==> src/assert_macros.svh <==
// ----------------------------------------------------------------------------
// Assertion macros
// Shared concurrent assertion forms, clocked on clk_i and disabled in reset.
// ----------------------------------------------------------------------------
`ifndef ASSERT_MACROS_SVH
`define ASSERT_MACROS_SVH

// Same-cycle implication.
`define LPG_ASSERT_IMPL(name, ante, cons, msg) \
  name: assert property (@(posedge clk_i) disable iff (!rst_ni) (ante) |-> (cons)) \
    else $error(msg);

// Next-cycle implication.
`define LPG_ASSERT_NEXT(name, ante, cons, msg) \
  name: assert property (@(posedge clk_i) disable iff (!rst_ni) (ante) |=> (cons)) \
    else $error(msg);

`endif

==> src/lpg_pkg.sv <==
// ----------------------------------------------------------------------------
// Permutation generator package
// Shared widths, controller states and the command and status bundles.
// ----------------------------------------------------------------------------
package lpg_pkg;

  localparam int unsigned PERM_W       = 64;
  localparam int unsigned ELEM_W       = 4;
  localparam int unsigned SIZE_W       = 5;
  localparam int unsigned MIN_ELEMENTS = 2;
  localparam logic [SIZE_W-1:0] SIZE_RESET = 5'd16;

  typedef enum logic [1:0] {
    ST_IDLE,
    ST_SCAN,
    ST_FILL,
    ST_DONE
  } lpg_state_e;

  typedef struct packed {
    logic load_identity;
    logic scan_start;
    logic scan_en;
    logic fill_en;
    logic out_load;
    logic out_finished;
  } lpg_cmd_t;

  typedef struct packed {
    logic ascent;
    logic scan_last;
    logic fill_last;
  } lpg_sts_t;

endpackage

==> src/lpg_req_if.sv <==
// ----------------------------------------------------------------------------
// Request channel
// Carries one request word: the restart flag.
// ----------------------------------------------------------------------------
interface lpg_req_if;
  logic valid;
  logic ready;
  logic restart;

  modport source (output valid, output restart, input ready);
  modport sink   (input valid, input restart, output ready);
endinterface

==> src/lpg_rsp_if.sv <==
// ----------------------------------------------------------------------------
// Result channel
// Carries one result word: the packed permutation and the finished flag.
// ----------------------------------------------------------------------------
interface lpg_rsp_if
  import lpg_pkg::*;
();
  logic              valid;
  logic              ready;
  logic [PERM_W-1:0] perm_packed;
  logic              finished;

  modport source (output valid, output perm_packed, output finished, input ready);
  modport sink   (input valid, input perm_packed, input finished, output ready);
endinterface

==> src/lpg_cfg_if.sv <==
// ----------------------------------------------------------------------------
// Configuration channel
// Carries one write word for the size register.
// ----------------------------------------------------------------------------
interface lpg_cfg_if
  import lpg_pkg::*;
();
  logic              valid;
  logic              ready;
  logic [SIZE_W-1:0] size_in_use;

  modport source (output valid, output size_in_use, input ready);
  modport sink   (input valid, input size_in_use, output ready);
endinterface

==> src/lpg_datapath.sv <==
// ----------------------------------------------------------------------------
// Permutation datapath
// Holds the permutation, the size register, the scan and refill registers and
// the output word register.
// ----------------------------------------------------------------------------
`include "assert_macros.svh"

module lpg_datapath
  import lpg_pkg::*;
#(
  parameter int unsigned MAX_ELEMENTS = 16
) (
  input  logic              clk_i,
  input  logic              rst_ni,
  input  lpg_cmd_t          cmd_i,
  output lpg_sts_t          sts_o,
  input  logic              cfg_we_i,
  input  logic [SIZE_W-1:0] cfg_size_i,
  output logic [PERM_W-1:0] perm_packed_o,
  output logic              finished_o
);

  localparam int unsigned IW = (MAX_ELEMENTS > 1) ? $clog2(MAX_ELEMENTS) : 1;
  localparam int unsigned CW = $clog2(MAX_ELEMENTS + 1);

  logic [ELEM_W-1:0]       perm_q [MAX_ELEMENTS];
  logic [ELEM_W-1:0]       perm_d [MAX_ELEMENTS];
  logic [SIZE_W-1:0]       size_q;
  logic [CW-1:0]           n_eff;
  logic [IW-1:0]           last_idx;
  logic [IW-1:0]           scan_idx_q, scan_idx_d;
  logic [IW-1:0]           fill_idx_q, fill_idx_d;
  logic [ELEM_W-1:0]       prev_q, prev_d;
  logic [ELEM_W-1:0]       cur, succ, low_val;
  logic [MAX_ELEMENTS-1:0] seen_q, seen_d;
  logic [MAX_ELEMENTS-1:0] above_pivot;
  logic [PERM_W-1:0]       packed_now;
  logic [PERM_W-1:0]       out_perm_q;
  logic                    out_fin_q;

  // Position of the lowest set bit, zero for an empty vector.
  function automatic logic [ELEM_W-1:0] lowest_set(input logic [MAX_ELEMENTS-1:0] vec);
    logic [ELEM_W-1:0] pos;
    pos = '0;
    for (int i = MAX_ELEMENTS - 1; i >= 0; i--) begin
      if (vec[i]) begin
        pos = ELEM_W'(i);
      end
    end
    return pos;
  endfunction

  always_comb begin
    if (size_q < SIZE_W'(MIN_ELEMENTS)) begin
      n_eff = CW'(MIN_ELEMENTS);
    end else if (size_q > SIZE_W'(MAX_ELEMENTS)) begin
      n_eff = CW'(MAX_ELEMENTS);
    end else begin
      n_eff = CW'(size_q);
    end
  end

  assign last_idx = IW'(n_eff - CW'(1));

  // The scan walks right to left; seen_q collects the values of the
  // descending suffix, so the new suffix is simply its members in order.
  assign cur = perm_q[scan_idx_q];

  always_comb begin
    for (int i = 0; i < MAX_ELEMENTS; i++) begin
      above_pivot[i] = ELEM_W'(i) > cur;
    end
  end

  assign succ    = lowest_set(seen_q & above_pivot);
  assign low_val = lowest_set(seen_q);

  assign sts_o.ascent    = cur < prev_q;
  assign sts_o.scan_last = scan_idx_q == '0;
  assign sts_o.fill_last = fill_idx_q == last_idx;

  always_comb begin
    perm_d     = perm_q;
    seen_d     = seen_q;
    prev_d     = prev_q;
    scan_idx_d = scan_idx_q;
    fill_idx_d = fill_idx_q;
    if (cmd_i.load_identity) begin
      for (int i = 0; i < MAX_ELEMENTS; i++) begin
        perm_d[i] = ELEM_W'(i);
      end
    end
    if (cmd_i.scan_start) begin
      scan_idx_d = last_idx;
      prev_d     = '0;
      seen_d     = '0;
    end
    if (cmd_i.scan_en) begin
      if (sts_o.ascent) begin
        perm_d[scan_idx_q]       = succ;
        seen_d[succ[IW-1:0]]     = 1'b0;
        seen_d[cur[IW-1:0]]      = 1'b1;
        fill_idx_d               = scan_idx_q + IW'(1);
      end else begin
        prev_d                   = cur;
        seen_d[cur[IW-1:0]]      = 1'b1;
        scan_idx_d               = scan_idx_q - IW'(1);
      end
    end
    if (cmd_i.fill_en) begin
      perm_d[fill_idx_q]       = low_val;
      seen_d[low_val[IW-1:0]]  = 1'b0;
      fill_idx_d               = fill_idx_q + IW'(1);
    end
  end

  always_comb begin
    packed_now = '0;
    for (int i = 0; i < MAX_ELEMENTS; i++) begin
      packed_now[i*ELEM_W +: ELEM_W] = (CW'(i) < n_eff) ? perm_q[i] : '0;
    end
  end

  always_ff @(posedge clk_i or negedge rst_ni) begin
    if (!rst_ni) begin
      size_q <= SIZE_RESET;
    end else if (cfg_we_i) begin
      size_q <= cfg_size_i;
    end
  end

  always_ff @(posedge clk_i) begin
    perm_q     <= perm_d;
    seen_q     <= seen_d;
    prev_q     <= prev_d;
    scan_idx_q <= scan_idx_d;
    fill_idx_q <= fill_idx_d;
    if (cmd_i.out_load) begin
      out_perm_q <= cmd_i.out_finished ? '0 : packed_now;
      out_fin_q  <= cmd_i.out_finished;
    end
  end

  assign perm_packed_o = out_perm_q;
  assign finished_o    = out_fin_q;

  `LPG_ASSERT_IMPL(a_ascent_has_suffix, cmd_i.scan_en && sts_o.ascent, seen_q != '0,
                   "ascent found with an empty suffix set")
  `LPG_ASSERT_IMPL(a_successor_larger, cmd_i.scan_en && sts_o.ascent, succ > cur,
                   "successor is not larger than the pivot")
  `LPG_ASSERT_NEXT(a_identity_loaded, cmd_i.load_identity,
                   perm_q[0] == '0 && perm_q[1] == ELEM_W'(1),
                   "identity load did not reach the permutation")

endmodule

==> src/lpg_ctrl.sv <==
// ----------------------------------------------------------------------------
// Permutation controller
// Sequences request acceptance, the ascent scan, the suffix refill and the
// hand-off of each result word to the output register.
// ----------------------------------------------------------------------------
`include "assert_macros.svh"

module lpg_ctrl
  import lpg_pkg::*;
(
  input  logic     clk_i,
  input  logic     rst_ni,
  input  logic     req_valid_i,
  input  logic     req_restart_i,
  output logic     req_ready_o,
  input  logic     rsp_ready_i,
  output logic     rsp_valid_o,
  input  logic     cfg_we_i,
  input  lpg_sts_t sts_i,
  output lpg_cmd_t cmd_o
);

  lpg_state_e state_q, state_d;
  logic       running_q, running_d;
  logic       fin_q, fin_d;
  logic       out_valid_q, out_valid_d;

  always_ff @(posedge clk_i or negedge rst_ni) begin
    if (!rst_ni) begin
      state_q     <= ST_IDLE;
      running_q   <= 1'b0;
      fin_q       <= 1'b0;
      out_valid_q <= 1'b0;
    end else begin
      state_q     <= state_d;
      running_q   <= running_d;
      fin_q       <= fin_d;
      out_valid_q <= out_valid_d;
    end
  end

  always_comb begin
    state_d     = state_q;
    running_d   = running_q;
    fin_d       = fin_q;
    req_ready_o = 1'b0;
    cmd_o       = '0;
    case (state_q)
      ST_IDLE: begin
        req_ready_o = 1'b1;
        if (req_valid_i) begin
          fin_d = 1'b0;
          if (req_restart_i || !running_q) begin
            cmd_o.load_identity = 1'b1;
            running_d           = 1'b1;
            state_d             = ST_DONE;
          end else begin
            cmd_o.scan_start = 1'b1;
            state_d          = ST_SCAN;
          end
        end
      end
      ST_SCAN: begin
        cmd_o.scan_en = 1'b1;
        if (sts_i.ascent) begin
          state_d = ST_FILL;
        end else if (sts_i.scan_last) begin
          running_d = 1'b0;
          fin_d     = 1'b1;
          state_d   = ST_DONE;
        end
      end
      ST_FILL: begin
        cmd_o.fill_en = 1'b1;
        if (sts_i.fill_last) begin
          state_d = ST_DONE;
        end
      end
      ST_DONE: begin
        if (!out_valid_q || rsp_ready_i) begin
          cmd_o.out_load = 1'b1;
          state_d        = ST_IDLE;
        end
      end
      default: begin
        state_d = ST_IDLE;
      end
    endcase
    cmd_o.out_finished = fin_q;
    // A size write abandons the sequence in progress.
    if (cfg_we_i) begin
      running_d = 1'b0;
    end
  end

  always_comb begin
    if (cmd_o.out_load) begin
      out_valid_d = 1'b1;
    end else if (rsp_ready_i) begin
      out_valid_d = 1'b0;
    end else begin
      out_valid_d = out_valid_q;
    end
  end

  assign rsp_valid_o = out_valid_q;

  `LPG_ASSERT_IMPL(a_load_when_free, cmd_o.out_load, !out_valid_q || rsp_ready_i,
                   "result loaded over a word not yet taken")
  `LPG_ASSERT_NEXT(a_exhaust_disarms,
                   state_q == ST_SCAN && !sts_i.ascent && sts_i.scan_last,
                   !running_q && fin_q,
                   "exhausted sequence did not disarm")
  `LPG_ASSERT_IMPL(a_valid_from_done, $rose(out_valid_q), $past(state_q == ST_DONE),
                   "result word appeared outside the done step")

endmodule

==> src/lexicographic_permutation_generator.sv <==
// Sequence: a request loads the identity, or scans for the rightmost ascent and
// refills the suffix, or scans the whole permutation when the sequence is
// exhausted; the result word then waits in the done step until the output
// register is free. A new request is taken only after that hand-off; the scan
// and refill read or write one permutation entry per cycle.
// Reset (rst_ni low, asynchronous) idles the block, drops any pending result,
// sets the size to 16 and clears the running flag; entries are left as is.
// ----------------------------------------------------------------------------
// Lexicographic permutation generator
// Yields the next permutation of 0..n-1 per request, with restart and a
// finished indication once the sequence is exhausted.
// ----------------------------------------------------------------------------
module lexicographic_permutation_generator
  import lpg_pkg::*;
#(
  parameter int unsigned MAX_ELEMENTS = 16
) (
  input  logic       clk_i,
  input  logic       rst_ni,
  lpg_req_if.sink    req_i,
  lpg_rsp_if.source  rsp_o,
  lpg_cfg_if.sink    cfg_i
);

  // The controller and the datapath talk only through these two bundles.
  lpg_cmd_t cmd;
  lpg_sts_t sts;
  logic     cfg_we;

  // The size register can always be written. The user is to write it only while
  // idle, which the block does not enforce; a write needs no stall and ends the
  // running sequence so the next request starts from the identity at the new size.
  assign cfg_i.ready = 1'b1;
  assign cfg_we      = cfg_i.valid;

  // The controller accepts a request word only when no other request is in
  // flight. The first request after reset, a restart, or the request after an
  // exhausted sequence loads the identity. Otherwise the scan walks from the
  // right end, one entry per cycle, until it meets an ascent; that step writes
  // the successor into the pivot position, and the refill then writes the rest
  // of the suffix in ascending order, one entry per cycle.
  lpg_ctrl u_ctrl (
    .clk_i         (clk_i),
    .rst_ni        (rst_ni),
    .req_valid_i   (req_i.valid),
    .req_restart_i (req_i.restart),
    .req_ready_o   (req_i.ready),
    .rsp_ready_i   (rsp_o.ready),
    .rsp_valid_o   (rsp_o.valid),
    .cfg_we_i      (cfg_we),
    .sts_i         (sts),
    .cmd_o         (cmd)
  );

  // The datapath owns the permutation entries, the suffix value set and the
  // output register. The output register frees the request side: a new
  // request is taken while a finished word still waits downstream.
  lpg_datapath #(
    .MAX_ELEMENTS (MAX_ELEMENTS)
  ) u_datapath (
    .clk_i         (clk_i),
    .rst_ni        (rst_ni),
    .cmd_i         (cmd),
    .sts_o         (sts),
    .cfg_we_i      (cfg_we),
    .cfg_size_i    (cfg_i.size_in_use),
    .perm_packed_o (rsp_o.perm_packed),
    .finished_o    (rsp_o.finished)
  );

endmodule
==> src/flat_wrapper.sv <==
// flat-port wrapper written by rule: the top's interface ports become plain ports
module lexicographic_permutation_generator_flat import lpg_pkg::*;
#(
  parameter int unsigned MAX_ELEMENTS = 16
)
  (clk_i, rst_ni, req_i_valid, req_i_restart, req_i_ready, rsp_o_valid, rsp_o_perm_packed, rsp_o_finished, rsp_o_ready, cfg_i_valid, cfg_i_size_in_use, cfg_i_ready);
  lpg_req_if req_i_i ();
  lpg_rsp_if rsp_o_i ();
  lpg_cfg_if cfg_i_i ();
  input  logic clk_i;
  input  logic rst_ni;
  input wire logic [$bits(req_i_i.valid)-1:0] req_i_valid;
  input wire logic [$bits(req_i_i.restart)-1:0] req_i_restart;
  output wire logic [$bits(req_i_i.ready)-1:0] req_i_ready;
  output wire logic [$bits(rsp_o_i.valid)-1:0] rsp_o_valid;
  output wire logic [$bits(rsp_o_i.perm_packed)-1:0] rsp_o_perm_packed;
  output wire logic [$bits(rsp_o_i.finished)-1:0] rsp_o_finished;
  input wire logic [$bits(rsp_o_i.ready)-1:0] rsp_o_ready;
  input wire logic [$bits(cfg_i_i.valid)-1:0] cfg_i_valid;
  input wire logic [$bits(cfg_i_i.size_in_use)-1:0] cfg_i_size_in_use;
  output wire logic [$bits(cfg_i_i.ready)-1:0] cfg_i_ready;
  assign req_i_i.valid = req_i_valid;
  assign req_i_i.restart = req_i_restart;
  assign req_i_ready = req_i_i.ready;
  assign rsp_o_valid = rsp_o_i.valid;
  assign rsp_o_perm_packed = rsp_o_i.perm_packed;
  assign rsp_o_finished = rsp_o_i.finished;
  assign rsp_o_i.ready = rsp_o_ready;
  assign cfg_i_i.valid = cfg_i_valid;
  assign cfg_i_i.size_in_use = cfg_i_size_in_use;
  assign cfg_i_ready = cfg_i_i.ready;
  lexicographic_permutation_generator #(.MAX_ELEMENTS(MAX_ELEMENTS)) u_core (.clk_i(clk_i), .rst_ni(rst_ni), .req_i(req_i_i), .rsp_o(rsp_o_i), .cfg_i(cfg_i_i));
endmodule
==> config.mk <==
export PLATFORM = sky130hd
export DESIGN_NAME = lexicographic_permutation_generator_flat
export DESIGN_NICKNAME = d
export VERILOG_FILES = /design/src/lpg_pkg.sv /design/src/lpg_req_if.sv /design/src/lpg_rsp_if.sv /design/src/lpg_cfg_if.sv /design/src/lpg_datapath.sv /design/src/lpg_ctrl.sv /design/src/lexicographic_permutation_generator.sv /design/src/flat_wrapper.sv
export VERILOG_INCLUDE_DIRS = /design/src /design/src/src
export SDC_FILE = /design/constraint.sdc
export NUM_CORES = 1
export LEC_CHECK = 0
export BUFFER_PORTS_ARGS = -buffer_cell sky130_fd_sc_hd__buf_4
export CAP_MARGIN = 15
export CORE_MARGIN = 4
export CORE_UTILIZATION = 50
export CTS_BUF_LIST = sky130_fd_sc_hd__clkbuf_8
export CTS_CLUSTER_DIAMETER = 30
export DETAILED_ROUTE_END_ITERATION = 8
export GPL_ROUTABILITY_DRIVEN = 0
export PLACE_DENSITY = 0.69
export SYNTH_ARGS = -nofsm -noshare
export SYNTH_HDL_FRONTEND = slang
export SYNTH_HIERARCHICAL = 1
export SYNTH_SLANG_ARGS = --single-unit
export TNS_END_PERCENT = 30
==> constraint.sdc <==
create_clock -name clk_i -period 10.5 [get_ports clk_i]
set_clock_uncertainty 0.15 [all_clocks]
set_input_delay 1.575 -clock clk_i [delete_from_list [all_inputs] [get_ports clk_i]]
set_output_delay 1.575 -clock clk_i [all_outputs]
set_load 0.05 [all_outputs]
==> flow_summary.html <==
<table>
<tr><th>Metric</th><th>Value</th></tr>
<tr><th colspan="2">Timing</th></tr>
<tr><td>Post-route worst hold slack</td><td>between 300 and 400 ps</td></tr>
<tr><td>Slew Limit Fails</td><td>0</td></tr>
<tr><td>Final number of hold-violating endpoints</td><td>0</td></tr>
<tr><td>Relative slew slack</td><td>0.2100</td></tr>
<tr><td>Transition time at the pin with the least slew margin</td><td>about 1200 ps</td></tr>
<tr><td>Final TNS setup</td><td>0 ps</td></tr>
<tr><td>Fin worst setup slack</td><td>approximately 5000 ps</td></tr>
<tr><td>Unrepaired setup endpoints after global routing</td><td>false</td></tr>
<tr><td># setup viols final</td><td>0</td></tr>
<tr><td>Achievable Freq</td><td>0.1864 GHz</td></tr>
<tr><td>Fin crit share</td><td>0.5110</td></tr>
<tr><td>Time the final worst path needs with I/O delays and setup</td><td>5365 ps</td></tr>
<tr><th colspan="2">Drt</th></tr>
<tr><td>Met3 wire length</td><td>2481 um</td></tr>
<tr><td>Routed length on met1</td><td>between 10000 and 15000 um</td></tr>
<tr><td>Routed via count</td><td>~8000</td></tr>
<tr><td>Aggregate routed wire length</td><td>roughly 26000 um</td></tr>
<tr><td>Detailed router's first-iteration violation count</td><td>approximately 900</td></tr>
<tr><td>Top routing layer in use</td><td>met4</td></tr>
<tr><td>Vias per cell</td><td>6.451</td></tr>
<tr><td>Remaining design rule violation count</td><td>0</td></tr>
<tr><td>Routed met2 length</td><td>roughly 12000 um</td></tr>
<tr><td>Detailed Routing Iterations Pass 1</td><td>7</td></tr>
<tr><td>Routed length per instance</td><td>between 20 and 25 um</td></tr>
<tr><td>Antenna-violating nets left</td><td>0</td></tr>
<tr><th colspan="2">Yosys</th></tr>
<tr><td>Instance count of the mapped netlist</td><td>947</td></tr>
<tr><td>Synthesized net count</td><td>about 1000</td></tr>
<tr><td>Number of synthesis warnings</td><td>6</td></tr>
<tr><td>Largest area contributor in the synthesized netlist</td><td>sky130_fd_sc_hd__edfxtp_1</td></tr>
<tr><td>Post-synth EDFFs</td><td>69</td></tr>
<tr><td>Total standard cell area after synthesis</td><td>9044 um^2</td></tr>
<tr><td>Average instance area after synthesis</td><td>around 9.5 um^2</td></tr>
<tr><td>Main combinational cell family by area after synthesis</td><td>compound AO/OA/AOI/OAI gates</td></tr>
<tr><td>Top_reg_cell synth</td><td>sky130_fd_sc_hd__dfxtp_1</td></tr>
<tr><td>Portion of netlist area occupied by mux cells</td><td>0.07277</td></tr>
<tr><td>Share of the synthesized netlist area taken by xor and xnor gates</td><td>0.006779</td></tr>
<tr><td>Top cell types by occurrence after synthesis</td><td>88 x sky130_fd_sc_hd__dfxtp_1, 79 x sky130_fd_sc_hd__a21oi_1, 70 x sky130_fd_sc_hd__nand2_1</td></tr>
<tr><td>Top-area cell type share of the netlist area</td><td>0.2291</td></tr>
<tr><td>Library cell with the highest instance count after synthesis</td><td>sky130_fd_sc_hd__dfxtp_1</td></tr>
<tr><td>Number of storage elements in the synthesis netlist</td><td>between 150 and 200</td></tr>
<tr><td>Area share of and/or/nand/nor cells after synthesis</td><td>0.1955</td></tr>
<tr><td>Part of the Yosys area used for sequential elements</td><td>0.4517</td></tr>
<tr><td>Share of synthesized cell area in full adder, half adder and majority cells</td><td>0.02075</td></tr>
<tr><td>Biggest area contributors in the synthesized netlist</td><td>sky130_fd_sc_hd__edfxtp_1 23%, sky130_fd_sc_hd__dfxtp_1 19%, sky130_fd_sc_hd__a21oi_1 4.4%</td></tr>
<tr><td>Async S/R FF share, synth</td><td>0.05988</td></tr>
<tr><td>Share of the synthesized area in compound gates (AO/OA/AOI/OAI)</td><td>0.2059</td></tr>
<tr><td>Netlist cell types</td><td>75</td></tr>
<tr><th colspan="2">Worst setup path</th></tr>
<tr><td>Endpoint required time on the critical path</td><td>between 10000 and 15000 ps</td></tr>
<tr><td>Number of buffers and inverters on the critical path</td><td>3</td></tr>
<tr><td>Data arrival time at the worst-slack endpoint</td><td>approximately 5500 ps</td></tr>
<tr><td>Worst Setup End Kind</td><td>flip-flop</td></tr>
<tr><td>Type of the worst setup path</td><td>reg2reg</td></tr>
<tr><td>Largest incremental delay on the critical path</td><td>approximately 1000 ps</td></tr>
<tr><td>Crit path cell chain</td><td>mux4_2, nand2_1, and4_1, inv_2, ha_1, a21o_1, a211oi_1, clkbuf_2, buf_4, nand3_1, nor2_1, nor2_1, a221oi_1, o22ai_1</td></tr>
<tr><td>Highest net fanout along the worst path</td><td>21</td></tr>
<tr><td>Kind of cell adding the most delay to the critical path</td><td>simple AND/OR/NAND/NOR gates</td></tr>
<tr><td>Most used cell along the critical path</td><td>sky130_fd_sc_hd__nor2_1</td></tr>
<tr><td>Slowest cell on the critical path</td><td>sky130_fd_sc_hd__dfxtp_1</td></tr>
<tr><td>Category of the worst setup path launch point</td><td>flip-flop</td></tr>
<tr><th colspan="2">Clocking</th></tr>
<tr><td>Hold-fix buffer count after cts</td><td>0</td></tr>
<tr><td>Post-CTS Setup Inserts</td><td>0</td></tr>
<tr><td>Clock slew seen by the registers of the worst setup and hold paths</td><td>about 90 ps</td></tr>
<tr><td>TritonCTS clock tree</td><td>yes</td></tr>
<tr><td>PostCTS Resize Cnt</td><td>0</td></tr>
<tr><td>Clock sink count</td><td>167</td></tr>
<tr><td>Clock latency of the later-clocked register in the worst-skew pair</td><td>around 470 ps</td></tr>
<tr><td>TritonCTS buffer count</td><td>17</td></tr>
<tr><td>CTS root buffer</td><td>sky130_fd_sc_hd__clkbuf_8</td></tr>
<tr><td>Buffer depth of the longest clock path</td><td>2</td></tr>
<tr><td>CTS H-Tree Depth</td><td>4</td></tr>
<tr><th colspan="2">Global route</th></tr>
<tr><td>First-pass GRT wire length</td><td>40610 um</td></tr>
<tr><td>Vias in the first global route</td><td>~7300</td></tr>
<tr><td>Combined global-route utilization of all metal layers</td><td>0.2562</td></tr>
<tr><td>Total grt overflow</td><td>0</td></tr>
<tr><td>Largest net degree at the start of global routing</td><td>66</td></tr>
<tr><td>Antenna violations before repair</td><td>0</td></tr>
<tr><th colspan="2">Placement</th></tr>
<tr><td>HPWL after DPL</td><td>18180 um</td></tr>
<tr><td>Placed Area</td><td>between 9000 and 10000 um^2</td></tr>
<tr><td># port buffers</td><td>a little under 80</td></tr>
<tr><td>Placement-stage worst setup slack</td><td>4753 ps</td></tr>
<tr><th colspan="2">Final layout</th></tr>
<tr><td>Multi-input combinational cell area</td><td>between 4000 and 5000 um^2</td></tr>
<tr><td>Antenna diodes</td><td>0</td></tr>
<tr><td>Post-route cell area</td><td>approximately 10000 um^2</td></tr>
<tr><td>Sequential cell area</td><td>4085 um^2</td></tr>
<tr><td>Share of post-route cells with drive strength above 1</td><td>0.1731</td></tr>
<tr><td>Filler cell count</td><td>between 1500 and 2000</td></tr>
<tr><td>Area added between synthesis and finish</td><td>12.30%</td></tr>
<tr><td>Net count of the finished layout</td><td>1024</td></tr>
<tr><th colspan="2">Die</th></tr>
<tr><td>Width of the chip</td><td>142.5 um</td></tr>
<tr><td>Starting density of the core</td><td>0.5157</td></tr>
<tr><td>Chip Height</td><td>142.5 um</td></tr>
<tr><td>Core Area</td><td>around 18000 um^2</td></tr>
<tr><td>Ports placed on the boundary</td><td>about 80</td></tr>
<tr><td>Die area</td><td>about 20000 um^2</td></tr>
<tr><td>Number of cell rows</td><td>48</td></tr>
<tr><th colspan="2">Flow run</th></tr>
<tr><td>Maxcap violations</td><td>0</td></tr>
<tr><th colspan="2">Worst hold path</th></tr>
<tr><td>Tightest Hold Check Type</td><td>reg2reg</td></tr>
<tr><th colspan="2">Outcome</th></tr>
<tr><td>Outcome</td><td>complete, no violations</td></tr>
</table>
==> per-stage QoR <==
step	utilization	std cells
3_3_place_gp	0.5563	1202
6_report	0.5791	1236
5_1_grt	0.5791	1236
3_5_place_dp	0.5563	1202
4_1_cts	0.5773	1234
2_1_floorplan	-	947
==> placed cells by master (no fill, tap or decap), drive strengths merged, types with 23 or more instances in the layout <==
master   n
o22ai   36
nand2   71
nor3    24
buf     87
mux2i   23
nor2    60
nor3b   25
dfxtp   88
and2    61
a21oi   80
nand3   27
inv     49
o31ai   24
o21ai   53
edfxtp  69
==> worst register-to-register path: stages, from the launching register on <==
cell and delay [ps]:
sky130_fd_sc_hd__dfxtp_1 1020, sky130_fd_sc_hd__mux4_2 440, sky130_fd_sc_hd__nand2_1 90, sky130_fd_sc_hd__and4_1 470, sky130_fd_sc_hd__inv_2 220, sky130_fd_sc_hd__ha_1 340, sky130_fd_sc_hd__a21o_1 180, sky130_fd_sc_hd__a211oi_1 630
sky130_fd_sc_hd__clkbuf_2 280, sky130_fd_sc_hd__buf_4 160, sky130_fd_sc_hd__nand3_1 310, sky130_fd_sc_hd__nor2_1 460, sky130_fd_sc_hd__nor2_1 90, sky130_fd_sc_hd__a221oi_1 240, sky130_fd_sc_hd__o22ai_1 130
==> cells by family after synthesis <==
| family | after synthesis |
|---|---|
| other | 1 |
| DFF | 167 |
| xor gates and xnor gates | 7 |
| buffers and inverters | 97 |
| adders and majority gates | 15 |
| muxes | 45 |
| AOI/OAI and AO/OA | 280 |
| and+or+nand+nor | 335 |
==> state kept, by name, summed over array words and instances, names as in the netlist <==
signal,flops
u_core/u_datapath/scan_idx_q,4
u_core/u_datapath/prev_q,4
u_core/u_ctrl/fin_q,1
u_core/u_datapath/seen_q,16
u_core/u_datapath/perm_q,64
u_core/u_datapath/size_q,5
u_core/u_ctrl/running_q,1
u_core/u_datapath/finished_o,1
u_core/u_datapath/perm_packed_o,64
u_core/u_ctrl/state_q,2
u_core/u_ctrl/rsp_valid_o,1
u_core/u_datapath/fill_idx_q,4
==> path summary, 6_finish.rpt <==
check | slack [ps] | startpoint | cells after the start | to
hold reg to reg | 360 | u_core/u_datapath/prev_q[2]$_DFF_P_ | 2 | u_core/u_datapath/prev_q[2]$_DFF_P_
max in group asynchronous | 9210 | rst_ni | 1 | u_core/u_datapath/size_q[4]$_DFFE_PN1P_
setup reg to reg | 5130 | u_core/u_datapath/scan_idx_q[1]$_DFF_P_ | 14 | u_core/u_datapath/perm_q[12]$_DFF_P_
min in group asynchronous | 770 | rst_ni | 1 | u_core/u_ctrl/rsp_valid_o$_DFFE_PN0P_
setup / recovery | 5130 | u_core/u_datapath/scan_idx_q[1]$_DFF_P_ | 14 | u_core/u_datapath/perm_q[12]$_DFF_P_
hold / removal | 360 | u_core/u_datapath/prev_q[2]$_DFF_P_ | 2 | u_core/u_datapath/prev_q[2]$_DFF_P_
==> area by class of cell <==
type,instances,area share
Multi-Input combinational cell,683,0.4519
Sequential cell,167,0.4022
Timing Repair Buffer,88,0.06677
Tap cell,225,0.02772
Clock buffer,17,0.02304
Inverter,41,0.01515
Clock inverter,15,0.01318
==> per-layer routing <==
layer | up-vias | track usage
li1 | 3655 | -
met1 | 3791 | 0.3487
met2 | 463 | 0.4112
met3 | 64 | 0.04301
met4 | 0 | 0.09855
met5 | - | 0
Power is left out: the tool's default activity adds up to more than one toggle a clock period on the data nets, which glitch-free logic cannot reach.
